`config.mk`:
```
export PLATFORM = sky130hd
export DESIGN_NAME = duration_text_parser_flat
export DESIGN_NICKNAME = d
export VERILOG_FILES = /design/src/hdl/dtp_pkg.sv /design/src/hdl/dtp_stream_if.sv /design/src/hdl/duration_text_parser.sv /design/src/hdl/dtp_unit_reader.sv /design/src/hdl/dtp_colon_reader.sv /design/src/flat_wrapper.sv
export VERILOG_INCLUDE_DIRS = /design/src /design/src/hdl
export SDC_FILE = /design/constraint.sdc
export NUM_CORES = 2
export LEC_CHECK = 0
export BUFFER_PORTS_ARGS = -buffer_cell sky130_fd_sc_hd__buf_2
export CAP_MARGIN = 20
export CORE_ASPECT_RATIO = 1.25
export CORE_UTILIZATION = 49
export DETAILED_ROUTE_END_ITERATION = 10
export PLACE_DENSITY = 0.75
export SLEW_MARGIN = 0
export SYNTH_ARGS = -nofsm -noshare
export SYNTH_HDL_FRONTEND = slang
export SYNTH_HIERARCHICAL = 1
export SYNTH_SLANG_ARGS = --single-unit
```
`constraint.sdc`:
```
create_clock -name i_clk -period 10.1 [get_ports i_clk]
set_input_delay 0.505 -clock i_clk [delete_from_list [all_inputs] [get_ports i_clk]]
set_output_delay 0.505 -clock i_clk [all_outputs]
set_load 0.03 [all_outputs]
```
`src/hdl/duration_text_parser_defines.svh`:
```
// Assertion macros for the duration text parser.
`ifndef DURATION_TEXT_PARSER_DEFINES_SVH
`define DURATION_TEXT_PARSER_DEFINES_SVH

`ifndef NO_ASSERTIONS
`define DTP_ASSERT(lbl, prop, msg) \
    lbl: assert property (@(posedge i_clk) disable iff (!i_rst_n) prop) else $error(msg);
`define DTP_ASSERT_RST(lbl, prop, msg) \
    lbl: assert property (@(posedge i_clk) prop) else $error(msg);
`else
`define DTP_ASSERT(lbl, prop, msg)
`define DTP_ASSERT_RST(lbl, prop, msg)
`endif

`endif

```
`src/hdl/dtp_pkg.sv`:
```
package dtp_pkg;

    typedef logic [4:0] t_sfx;

    localparam t_sfx SfxIdle  = 5'd0;
    localparam t_sfx SfxNow   = 5'd1;
    localparam t_sfx SfxDay   = 5'd3;
    localparam t_sfx SfxHour  = 5'd5;
    localparam t_sfx SfxMin   = 5'd8;
    localparam t_sfx SfxSec   = 5'd13;
    localparam t_sfx SfxLimit = 5'd18;

    localparam logic [31:0] ErrorValue = 32'hFFFF_FFFF;
    localparam logic [31:0] SecPerDay  = 32'd86400;
    localparam logic [31:0] SecPerHour = 32'd3600;
    localparam logic [31:0] SecPerMin  = 32'd60;
    localparam logic [31:0] SecPerSec  = 32'd1;
    localparam logic [31:0] MaxMinSec  = 32'd59;

    localparam logic [7:0] ChTab   = 8'h09;
    localparam logic [7:0] ChCr    = 8'h0D;
    localparam logic [7:0] ChSpace = 8'h20;
    localparam logic [7:0] ChPlus  = 8'h2B;
    localparam logic [7:0] ChMinus = 8'h2D;
    localparam logic [7:0] Ch0     = 8'h30;
    localparam logic [7:0] Ch9     = 8'h39;
    localparam logic [7:0] ChColon = 8'h3A;
    localparam logic [7:0] ChA     = 8'h41;
    localparam logic [7:0] ChC     = 8'h43;
    localparam logic [7:0] ChD     = 8'h44;
    localparam logic [7:0] ChE     = 8'h45;
    localparam logic [7:0] ChH     = 8'h48;
    localparam logic [7:0] ChI     = 8'h49;
    localparam logic [7:0] ChM     = 8'h4D;
    localparam logic [7:0] ChN     = 8'h4E;
    localparam logic [7:0] ChO     = 8'h4F;
    localparam logic [7:0] ChR     = 8'h52;
    localparam logic [7:0] ChS     = 8'h53;
    localparam logic [7:0] ChT     = 8'h54;
    localparam logic [7:0] ChU     = 8'h55;
    localparam logic [7:0] ChW     = 8'h57;
    localparam logic [7:0] ChY     = 8'h59;
    localparam logic [7:0] ChNone  = 8'h00;

    typedef struct packed {
        logic       en;
        logic       last;
        logic [7:0] code;
    } t_step;

    typedef struct packed {
        logic        err;
        logic [31:0] value;
    } t_verdict;

    function automatic logic is_digit(input logic [7:0] c);
        return (c >= Ch0) && (c <= Ch9);
    endfunction

    // unit word matcher: letter expected in each position
    function automatic logic [7:0] sfx_expect(input t_sfx st);
        case (st)
            5'd1:    return ChO;
            5'd2:    return ChW;
            5'd3:    return ChA;
            5'd4:    return ChY;
            5'd5:    return ChO;
            5'd6:    return ChU;
            5'd7:    return ChR;
            5'd8:    return ChI;
            5'd9:    return ChN;
            5'd10:   return ChU;
            5'd11:   return ChT;
            5'd12:   return ChE;
            5'd13:   return ChE;
            5'd14:   return ChC;
            5'd15:   return ChO;
            5'd16:   return ChN;
            5'd17:   return ChD;
            default: return ChNone;
        endcase
    endfunction

    function automatic t_sfx sfx_next(input t_sfx st);
        case (st)
            5'd1:    return 5'd2;
            5'd3:    return 5'd4;
            5'd5:    return 5'd6;
            5'd6:    return 5'd7;
            5'd8:    return 5'd9;
            5'd9:    return 5'd10;
            5'd10:   return 5'd11;
            5'd11:   return 5'd12;
            5'd13:   return 5'd14;
            5'd14:   return 5'd15;
            5'd15:   return 5'd16;
            5'd16:   return 5'd17;
            default: return SfxIdle;
        endcase
    endfunction

    // 1 where the rest of the word may be absent
    function automatic logic sfx_optional(input t_sfx st);
        case (st)
            5'd0, 5'd1, 5'd3, 5'd5, 5'd8, 5'd10, 5'd13, 5'd15: return 1'b1;
            default: return 1'b0;
        endcase
    endfunction

endpackage

```
`src/hdl/dtp_stream_if.sv`:
```
interface dtp_in_if;
    logic       valid;
    logic       ready;
    logic [7:0] char_code;
    logic       last_char;

    modport source (output valid, output char_code, output last_char, input ready);
    modport sink   (input valid, input char_code, input last_char, output ready);
endinterface

interface dtp_out_if;
    logic        valid;
    logic        ready;
    logic [31:0] duration_seconds;
    logic        parse_error;

    modport source (output valid, output duration_seconds, output parse_error, input ready);
    modport sink   (input valid, input duration_seconds, input parse_error, output ready);
endinterface

```
`src/hdl/duration_text_parser.sv`:
```
// Channel   Dir  Beat payload                      Notes
// i_char    in   char_code[7:0], last_char         one character per beat
// o_result  out  duration_seconds[31:0], parse_error  one beat per string
//
// One character per cycle unless stalled: input register, then an update of
// both readers, with the result register loaded on the last character.
// The last character passes the input register, then the result register.
// A pending result stalls only a following last character; others proceed.
// Synchronous active-low reset clears all reader state and both valids.
`include "duration_text_parser_defines.svh"

module duration_text_parser (
    input logic       i_clk,
    input logic       i_rst_n,
    dtp_in_if.sink    i_char,
    dtp_out_if.source o_result
);

    logic        r_in_valid;
    logic [7:0]  r_in_code;
    logic        r_in_last;
    logic        r_out_valid;
    logic [31:0] r_out_value;
    logic        r_out_err;

    logic              advance;
    logic              colon_active;
    dtp_pkg::t_step    step;
    dtp_pkg::t_verdict unit_v;
    dtp_pkg::t_verdict colon_v;
    dtp_pkg::t_verdict pick;

    assign advance      = !r_in_last || !r_out_valid || o_result.ready;
    assign i_char.ready = !r_in_valid || advance;

    assign step.en   = r_in_valid && advance;
    assign step.last = r_in_last;
    assign step.code = r_in_code;

    dtp_unit_reader u_unit (
        .i_clk     (i_clk),
        .i_rst_n   (i_rst_n),
        .i_step    (step),
        .o_verdict (unit_v)
    );

    dtp_colon_reader u_colon (
        .i_clk     (i_clk),
        .i_rst_n   (i_rst_n),
        .i_step    (step),
        .o_active  (colon_active),
        .o_verdict (colon_v)
    );

    assign pick = colon_active ? colon_v : unit_v;

    always_ff @(posedge i_clk) begin
        if (!i_rst_n) begin
            r_in_valid  <= 1'b0;
            r_out_valid <= 1'b0;
        end else begin
            if (i_char.ready) begin
                r_in_valid <= i_char.valid;
            end
            if (step.en && step.last) begin
                r_out_valid <= 1'b1;
            end else if (o_result.ready) begin
                r_out_valid <= 1'b0;
            end
        end
    end

    always_ff @(posedge i_clk) begin
        if (i_char.valid && i_char.ready) begin
            r_in_code <= i_char.char_code;
            r_in_last <= i_char.last_char;
        end
        if (step.en && step.last) begin
            r_out_value <= pick.value;
            r_out_err   <= pick.err;
        end
    end

    assign o_result.valid            = r_out_valid;
    assign o_result.duration_seconds = r_out_value;
    assign o_result.parse_error      = r_out_err;

    `DTP_ASSERT(a_stall_blocks_input, (r_in_valid && r_in_last && r_out_valid && !o_result.ready) |-> !i_char.ready, "input taken while last character is stalled")
    `DTP_ASSERT(a_result_from_last, $rose(o_result.valid) |-> $past(r_in_valid && r_in_last), "result without a last character")
    `DTP_ASSERT_RST(a_reset_clears_out, $past(!i_rst_n) |-> !o_result.valid, "result valid right after reset")

endmodule

```
`src/hdl/dtp_unit_reader.sv`:
```
module dtp_unit_reader (
    input  logic              i_clk,
    input  logic              i_rst_n,
    input  dtp_pkg::t_step    i_step,
    output dtp_pkg::t_verdict o_verdict
);

    logic [31:0]   r_total, n_total;
    logic [31:0]   r_accum, n_accum;
    dtp_pkg::t_sfx r_sfx, n_sfx;
    logic          r_err, n_err;

    dtp_pkg::t_sfx st;
    dtp_pkg::t_sfx unit_sfx;
    logic [7:0]    c;
    logic          fall;
    logic          unit_hit;
    logic [31:0]   mult;
    logic [31:0]   base;
    logic [31:0]   sum;

    assign c = i_step.code;

    always_comb begin
        unit_hit = 1'b1;
        mult     = dtp_pkg::SecPerSec;
        unit_sfx = dtp_pkg::SfxSec;
        case (c)
            dtp_pkg::ChD: begin
                mult     = dtp_pkg::SecPerDay;
                unit_sfx = dtp_pkg::SfxDay;
            end
            dtp_pkg::ChH: begin
                mult     = dtp_pkg::SecPerHour;
                unit_sfx = dtp_pkg::SfxHour;
            end
            dtp_pkg::ChM: begin
                mult     = dtp_pkg::SecPerMin;
                unit_sfx = dtp_pkg::SfxMin;
            end
            dtp_pkg::ChS: begin
                mult     = dtp_pkg::SecPerSec;
                unit_sfx = dtp_pkg::SfxSec;
            end
            default: unit_hit = 1'b0;
        endcase
    end

    always_comb begin
        n_total = r_total;
        n_accum = r_accum;
        n_sfx   = r_sfx;
        n_err   = r_err;
        st      = (r_sfx >= dtp_pkg::SfxLimit) ? dtp_pkg::SfxIdle : r_sfx;
        base    = (r_accum == 32'd0) ? 32'd1 : r_accum;
        fall    = 1'b1;

        if (r_err) begin
            fall = 1'b0;
        end else if (st != dtp_pkg::SfxIdle) begin
            if (c == dtp_pkg::sfx_expect(st)) begin
                n_sfx = dtp_pkg::sfx_next(st);
                fall  = 1'b0;
            end else if (st == dtp_pkg::SfxHour && c == dtp_pkg::ChR) begin
                n_sfx = dtp_pkg::SfxIdle;
                fall  = 1'b0;
            end else if (!dtp_pkg::sfx_optional(st)) begin
                n_err = 1'b1;
                fall  = 1'b0;
            end else begin
                n_sfx = dtp_pkg::SfxIdle;
            end
        end

        if (fall) begin
            if (c == dtp_pkg::ChSpace || c == dtp_pkg::ChTab) begin
                n_accum = r_accum;
            end else if (dtp_pkg::is_digit(c)) begin
                n_accum = (r_accum << 3) + (r_accum << 1) + {28'd0, c[3:0]};
            end else if (c == dtp_pkg::ChN) begin
                n_total = 32'd0;
                n_accum = 32'd0;
                n_sfx   = dtp_pkg::SfxNow;
            end else if (unit_hit) begin
                n_total = r_total + 32'(base * mult);
                n_accum = 32'd0;
                n_sfx   = unit_sfx;
            end else begin
                n_err = 1'b1;
            end
        end
    end

    assign sum             = n_total + n_accum;
    assign o_verdict.err   = n_err || !dtp_pkg::sfx_optional(n_sfx);
    assign o_verdict.value = o_verdict.err ? dtp_pkg::ErrorValue : sum;

    always_ff @(posedge i_clk) begin
        if (!i_rst_n) begin
            r_total <= 32'd0;
            r_accum <= 32'd0;
            r_sfx   <= dtp_pkg::SfxIdle;
            r_err   <= 1'b0;
        end else if (i_step.en) begin
            if (i_step.last) begin
                r_total <= 32'd0;
                r_accum <= 32'd0;
                r_sfx   <= dtp_pkg::SfxIdle;
                r_err   <= 1'b0;
            end else begin
                r_total <= n_total;
                r_accum <= n_accum;
                r_sfx   <= n_sfx;
                r_err   <= n_err;
            end
        end
    end

endmodule

```
`src/hdl/dtp_colon_reader.sv`:
```
module dtp_colon_reader (
    input  logic              i_clk,
    input  logic              i_rst_n,
    input  dtp_pkg::t_step    i_step,
    output logic              o_active,
    output dtp_pkg::t_verdict o_verdict
);

    typedef enum logic [1:0] {
        PH_SKIP,
        PH_POS,
        PH_NEG,
        PH_DONE
    } t_phase;

    logic [1:0]  r_count, n_count;
    logic [31:0] r_val [3];
    logic [31:0] n_val [3];
    t_phase      r_phase, n_phase;

    logic [7:0]  c;
    logic [1:0]  f;
    logic [31:0] cur;
    logic [31:0] cur_x10;
    logic [31:0] digit;
    t_phase      ph;
    logic        skip;
    logic        is_ws;
    logic        three;
    logic        err;
    logic [31:0] hms;
    logic [31:0] ms;

    assign c       = i_step.code;
    assign f       = r_count[1] ? 2'd2 : r_count;
    assign cur     = r_val[f];
    assign cur_x10 = (cur << 3) + (cur << 1);
    assign digit   = {28'd0, c[3:0]};
    assign is_ws   = (c == dtp_pkg::ChSpace) || (c >= dtp_pkg::ChTab && c <= dtp_pkg::ChCr);

    always_comb begin
        n_count = r_count;
        n_val   = r_val;
        n_phase = r_phase;
        ph      = r_phase;
        skip    = 1'b0;
        if (c == dtp_pkg::ChColon) begin
            if (f != 2'd2) begin
                n_count = f + 2'd1;
                n_phase = PH_SKIP;
            end else begin
                n_phase = PH_DONE;
            end
        end else begin
            if (ph == PH_SKIP) begin
                if (is_ws) begin
                    skip = 1'b1;
                end else if (c == dtp_pkg::ChPlus) begin
                    n_phase = PH_POS;
                    skip    = 1'b1;
                end else if (c == dtp_pkg::ChMinus) begin
                    n_phase = PH_NEG;
                    skip    = 1'b1;
                end else begin
                    ph      = PH_POS;
                    n_phase = PH_POS;
                end
            end
            if (!skip && (ph == PH_POS || ph == PH_NEG)) begin
                if (dtp_pkg::is_digit(c)) begin
                    n_val[f] = (ph == PH_POS) ? cur_x10 + digit : cur_x10 - digit;
                end else begin
                    n_phase = PH_DONE;
                end
            end
        end
    end

    assign three = n_count[1];
    assign hms   = 32'(n_val[0] * dtp_pkg::SecPerHour) + 32'(n_val[1] * dtp_pkg::SecPerMin)
                 + n_val[2];
    assign ms    = 32'(n_val[0] * dtp_pkg::SecPerMin) + n_val[1];
    assign err   = (n_val[1] > dtp_pkg::MaxMinSec) || (three && (n_val[2] > dtp_pkg::MaxMinSec));

    assign o_active        = (n_count != 2'd0);
    assign o_verdict.err   = err;
    assign o_verdict.value = err ? dtp_pkg::ErrorValue : (three ? hms : ms);

    always_ff @(posedge i_clk) begin
        if (!i_rst_n) begin
            r_count <= 2'd0;
            r_val   <= '{default: 32'd0};
            r_phase <= PH_SKIP;
        end else if (i_step.en) begin
            if (i_step.last) begin
                r_count <= 2'd0;
                r_val   <= '{default: 32'd0};
                r_phase <= PH_SKIP;
            end else begin
                r_count <= n_count;
                r_val   <= n_val;
                r_phase <= n_phase;
            end
        end
    end

endmodule

```
`src/flat_wrapper.sv`:
```
// flat-port wrapper written by rule: the top's interface ports become plain ports
module duration_text_parser_flat 
  (i_clk, i_rst_n, i_char_valid, i_char_char_code, i_char_last_char, i_char_ready, o_result_valid, o_result_duration_seconds, o_result_parse_error, o_result_ready);
  dtp_in_if i_char_i ();
  dtp_out_if o_result_i ();
  input logic i_clk;
  input logic i_rst_n;
  input wire logic [$bits(i_char_i.valid)-1:0] i_char_valid;
  input wire logic [$bits(i_char_i.char_code)-1:0] i_char_char_code;
  input wire logic [$bits(i_char_i.last_char)-1:0] i_char_last_char;
  output wire logic [$bits(i_char_i.ready)-1:0] i_char_ready;
  output wire logic [$bits(o_result_i.valid)-1:0] o_result_valid;
  output wire logic [$bits(o_result_i.duration_seconds)-1:0] o_result_duration_seconds;
  output wire logic [$bits(o_result_i.parse_error)-1:0] o_result_parse_error;
  input wire logic [$bits(o_result_i.ready)-1:0] o_result_ready;
  assign i_char_i.valid = i_char_valid;
  assign i_char_i.char_code = i_char_char_code;
  assign i_char_i.last_char = i_char_last_char;
  assign i_char_ready = i_char_i.ready;
  assign o_result_valid = o_result_i.valid;
  assign o_result_duration_seconds = o_result_i.duration_seconds;
  assign o_result_parse_error = o_result_i.parse_error;
  assign o_result_i.ready = o_result_ready;
  duration_text_parser u_core (.i_clk(i_clk), .i_rst_n(i_rst_n), .i_char(i_char_i), .o_result(o_result_i));
endmodule
```
==> results.yml <==
route:
  dr_total_vias: 36500
  wl_per_cell_um: 19.9
  ant_nets: 0
  drt_iter0_drc: 2460
  drtPass1Iterations: 6
  routed_via_density: 5.81
  drt_wl_total_um: 125000
  drc: 0
synth:
  synth_warnings: 6
  synth_top_area_share_pct: 19.9
  synth.distinct_cells: 112
  yosys-top-cells-count: "inv_1 (871), ha_1 (486), fa_1 (405), nand2_1 (305), a21oi_1 (273)"
  synth_cells: 4927
  synth-seq-cells: 213
  async_reset_ff_share_pct: 0
  synth_edf_count: 42
  syn_area_um2: 40700
  synth_flop_cell: "dfxtp_1"
  post-synth-top-area-cell: "fa_1"
  synth_seq_area_share_pct: 11.5
  syn_avg_cell_area_um2: 8.27
  synth_most_common_cell: "inv_1"
  yosys-top-cells-area: "fa_1 (20%), ha_1 (15%), dfxtp_1 (8.4%)"
critical_path:
  worstSetupPathType: "flip-flop to flip-flop"
  cp_max_fo: 4
  critPathLaunchType: "flip-flop"
  reg2reg_from: "u_core/u_colon/r_count[1]"
  cp.required_ns: 10.44
  arrival_ns: 10.22
  reg2reg_slack_ns: 0.22
  crit_start: "u_core/u_colon/r_count[1]"
  max_stage_delay_ns: 0.54
  crit_slowest_cell: "or4_4"
  ff2ff_path_depth: 42
  endpoint_kind: "flip-flop"
  cp_common_cell: "xnor2_1"
  r2r_end: "u_core/o_result.duration_seconds[31]"
floorplanning:
  rows: 117
  die_h_um: 324
  io_pins: 48
  die_w_um: 260
  die_area_um2: 84300
  core_um2: 81800
  start_util_pct: 49.8
sta:
  fin_hold_ws_ns: 0.0984
  fin_ws_ns: 0.223
  finalClockSkew_ns: 0.0205
  fin_crit_sh_pct: 97.8
  finalCriticalPeriod_ns: 9.88
  setup_viol: 0
  timing_hold_violations_final: 0
  max_freq_mhz: 101
  fin_setup_tns_ns: 0
  slew_violations: 0
  slew_headroom_pct: 24.4
  rsz0062_at_grt: "true"
  worst_slew_pin_slew_ns: 1.13
power_and_ir_drop:
  switchingPower_mw: 0.656
  p_comb_share_pct: 14.5
  clockPowerShare_pct: 45.4
  leakagePower_nw: 23.0
  swShare_pct: 30.0
  seqPwrFrac_pct: 40.1
  p_int_mw: 1.53
  ir_worst_vdd_mv: 0.111
  power_density_nw_per_um2: 47.5
clock_network:
  tritoncts: "yes"
  clock-root-buffer: "clkbuf_16"
  cts_htree_levels: 1
  clock_sinks: 213
  cts.clk_slew.worst_paths_ns: 0.07
  hold_buffers: 0
  insertion_delay_ns: 0.59
  cts_buffers: 25
  max-clock-path-buffers: 3
worst_hold_path:
  hold_end: "u_core/r_in_code[1]"
  whs_path_depth: 1
  min_from: "i_char_char_code[1]"
  hp-class: "primary input to flip-flop"
cells_and_area:
  drive_gt1_share_pct: 13.8
  layout.nets: 6097
  area_delta_synth_final_pct: 13.0
  instances_no_fill: 6283
  antenna_cells: 0
global_routing:
  grt_max_degree: 91
  grtUsageTotal_pct: 29.3
  grt_pass1_vias: 37000
  antenna_found_initial: 0
  overflow: 0
  grt_pass1_wl_um: 195000
placement:
  pre_cts_slack_ns: -0.203
  dp_cells: 6209
  gp_congestion: 0.981
  hpwlAfterDp_um: 101000
  io_buffers: 47
outcome:
  status: "finished clean"
flow_run:
  maxCapViolations: 0
-- power groups by stage --
| stage | clock network, mW | logic (mW) | registers [mW] |
|---|---|---|---|
| after floorplan | 0 | 0.188 | 0.899 |
| after global placement | 0 | 0.291 | 0.897 |
| after detailed placement | 0 | 0.295 | 0.897 |
| after CTS | 1.00 | 0.298 | 0.878 |
| after global routing | 1.03 | 0.341 | 0.877 |
| final | 0.994 | 0.317 | 0.877 |
-- critical path: cells and delay by family (launching register included) --
family	cells	cell delay, ns
muxes	3	0.81
and+or+nand+nor	6	1.75
AOI/OAI and AO/OA	12	2.58
buffers and inverters	5	0.40
adders and majority gates	7	2.12
DFF	1	0.36
xor gates and xnor gates	9	1.64
-- per-layer routing --
layer  global-route usage [%]  share of wire (%)  vias to the layer above
li1                         -                  -                    17200
met1                     33.3                 38                    17800
met4                     17.9                6.9                        0
met3                     2.92                5.1                      383
met5                        0                  0                        -
met2                     52.2                 50                     1196
-- area by class of cell --
class / count / area (µm²)
fill: 7372 / 35800
sequential: 213 / 4690
tap: 1071 / 1340
multi-input combinational: 3661 / 32800
clock inverter: 19 / 198
inverter: 876 / 3290
clock buffer: 27 / 664
timing repair buffer: 416 / 3100
-- stage by stage --
step	instance area, µm²	utilization (%)	power, mW
floorplan	40900	-	1.09
finish	46000	56.3	2.19
CTS	45200	55.2	2.18
global route	46000	56.3	2.25
global placement	44200	54.1	1.19
detailed placement	44200	54.1	1.19
-- kinds of logic after synthesis --
| group | Yosys count | synth area share, % |
|---|---|---|
| fa+ha+maj | 893 | 34.9 |
| other cells | 1 | 0.00920 |
| flops | 213 | 11.5 |
| mux | 90 | 2.63 |
| compound gates | 1137 | 18.9 |
| buf+inv | 1058 | 10.1 |
| xor+xnor | 274 | 6.03 |
| simple gates | 1261 | 16.0 |
-- layout by cell type (no fill, tap or decap), types with 142 or more instances in the layout --
| master | count |
|---|---|
| buf_4 | 358 |
| a21oi_1 | 240 |
| o21ai_0 | 142 |
| xnor2_1 | 188 |
| ha_1 | 477 |
| inv_1 | 864 |
| nand2_1 | 304 |
| and2_1 | 189 |
| fa_1 | 403 |
| dfxtp_1 | 170 |
| nor2_1 | 228 |
-- timing repair --
| action | 4_1_cts | 5_1_grt |
|---|---|---|
| buffers inserted | 1 | 26 |
| gates resized for setup | 20 | 151 |
| endpoints found under the setup margin | 3 | 11 |
| pin swaps | 5 | 38 |
| gates cloned | 0 | 1 |
-- worst max-delay path by stage --
stage	slack (ns)	to
6_report	0.22	u_core/o_result.duration_seconds[31]
5_1_grt	-0.13	u_core/o_result.duration_seconds[31]
4_1_cts	0.009	u_core/o_result.duration_seconds[31]
3_5_place_dp	-0.20	u_core/o_result.duration_seconds[30]
3_3_place_gp	-0.006	u_core/o_result.duration_seconds[30]
2_1_floorplan	0.01	u_core/o_result.duration_seconds[31]
-- state kept, by name, indices dropped and copies added, names as in the netlist --
| name | cells |
|---|---|
| u_core/u_unit/r_total | 32 |
| u_core/o_result.duration_seconds | 32 |
| u_core/r_in_valid | 1 |
| u_core/u_unit/r_err | 1 |
| u_core/o_result.parse_error | 1 |
| u_core/u_colon/r_val | 95 |
| u_core/u_colon/r_phase | 2 |
| u_core/r_in_code | 8 |
| u_core/u_unit/r_accum | 32 |
| u_core/u_colon/r_count | 2 |
| u_core/r_in_last | 1 |
| u_core/o_result.valid | 1 |
| u_core/u_unit/r_sfx | 5 |
Power figures use the tool's default switching activity.
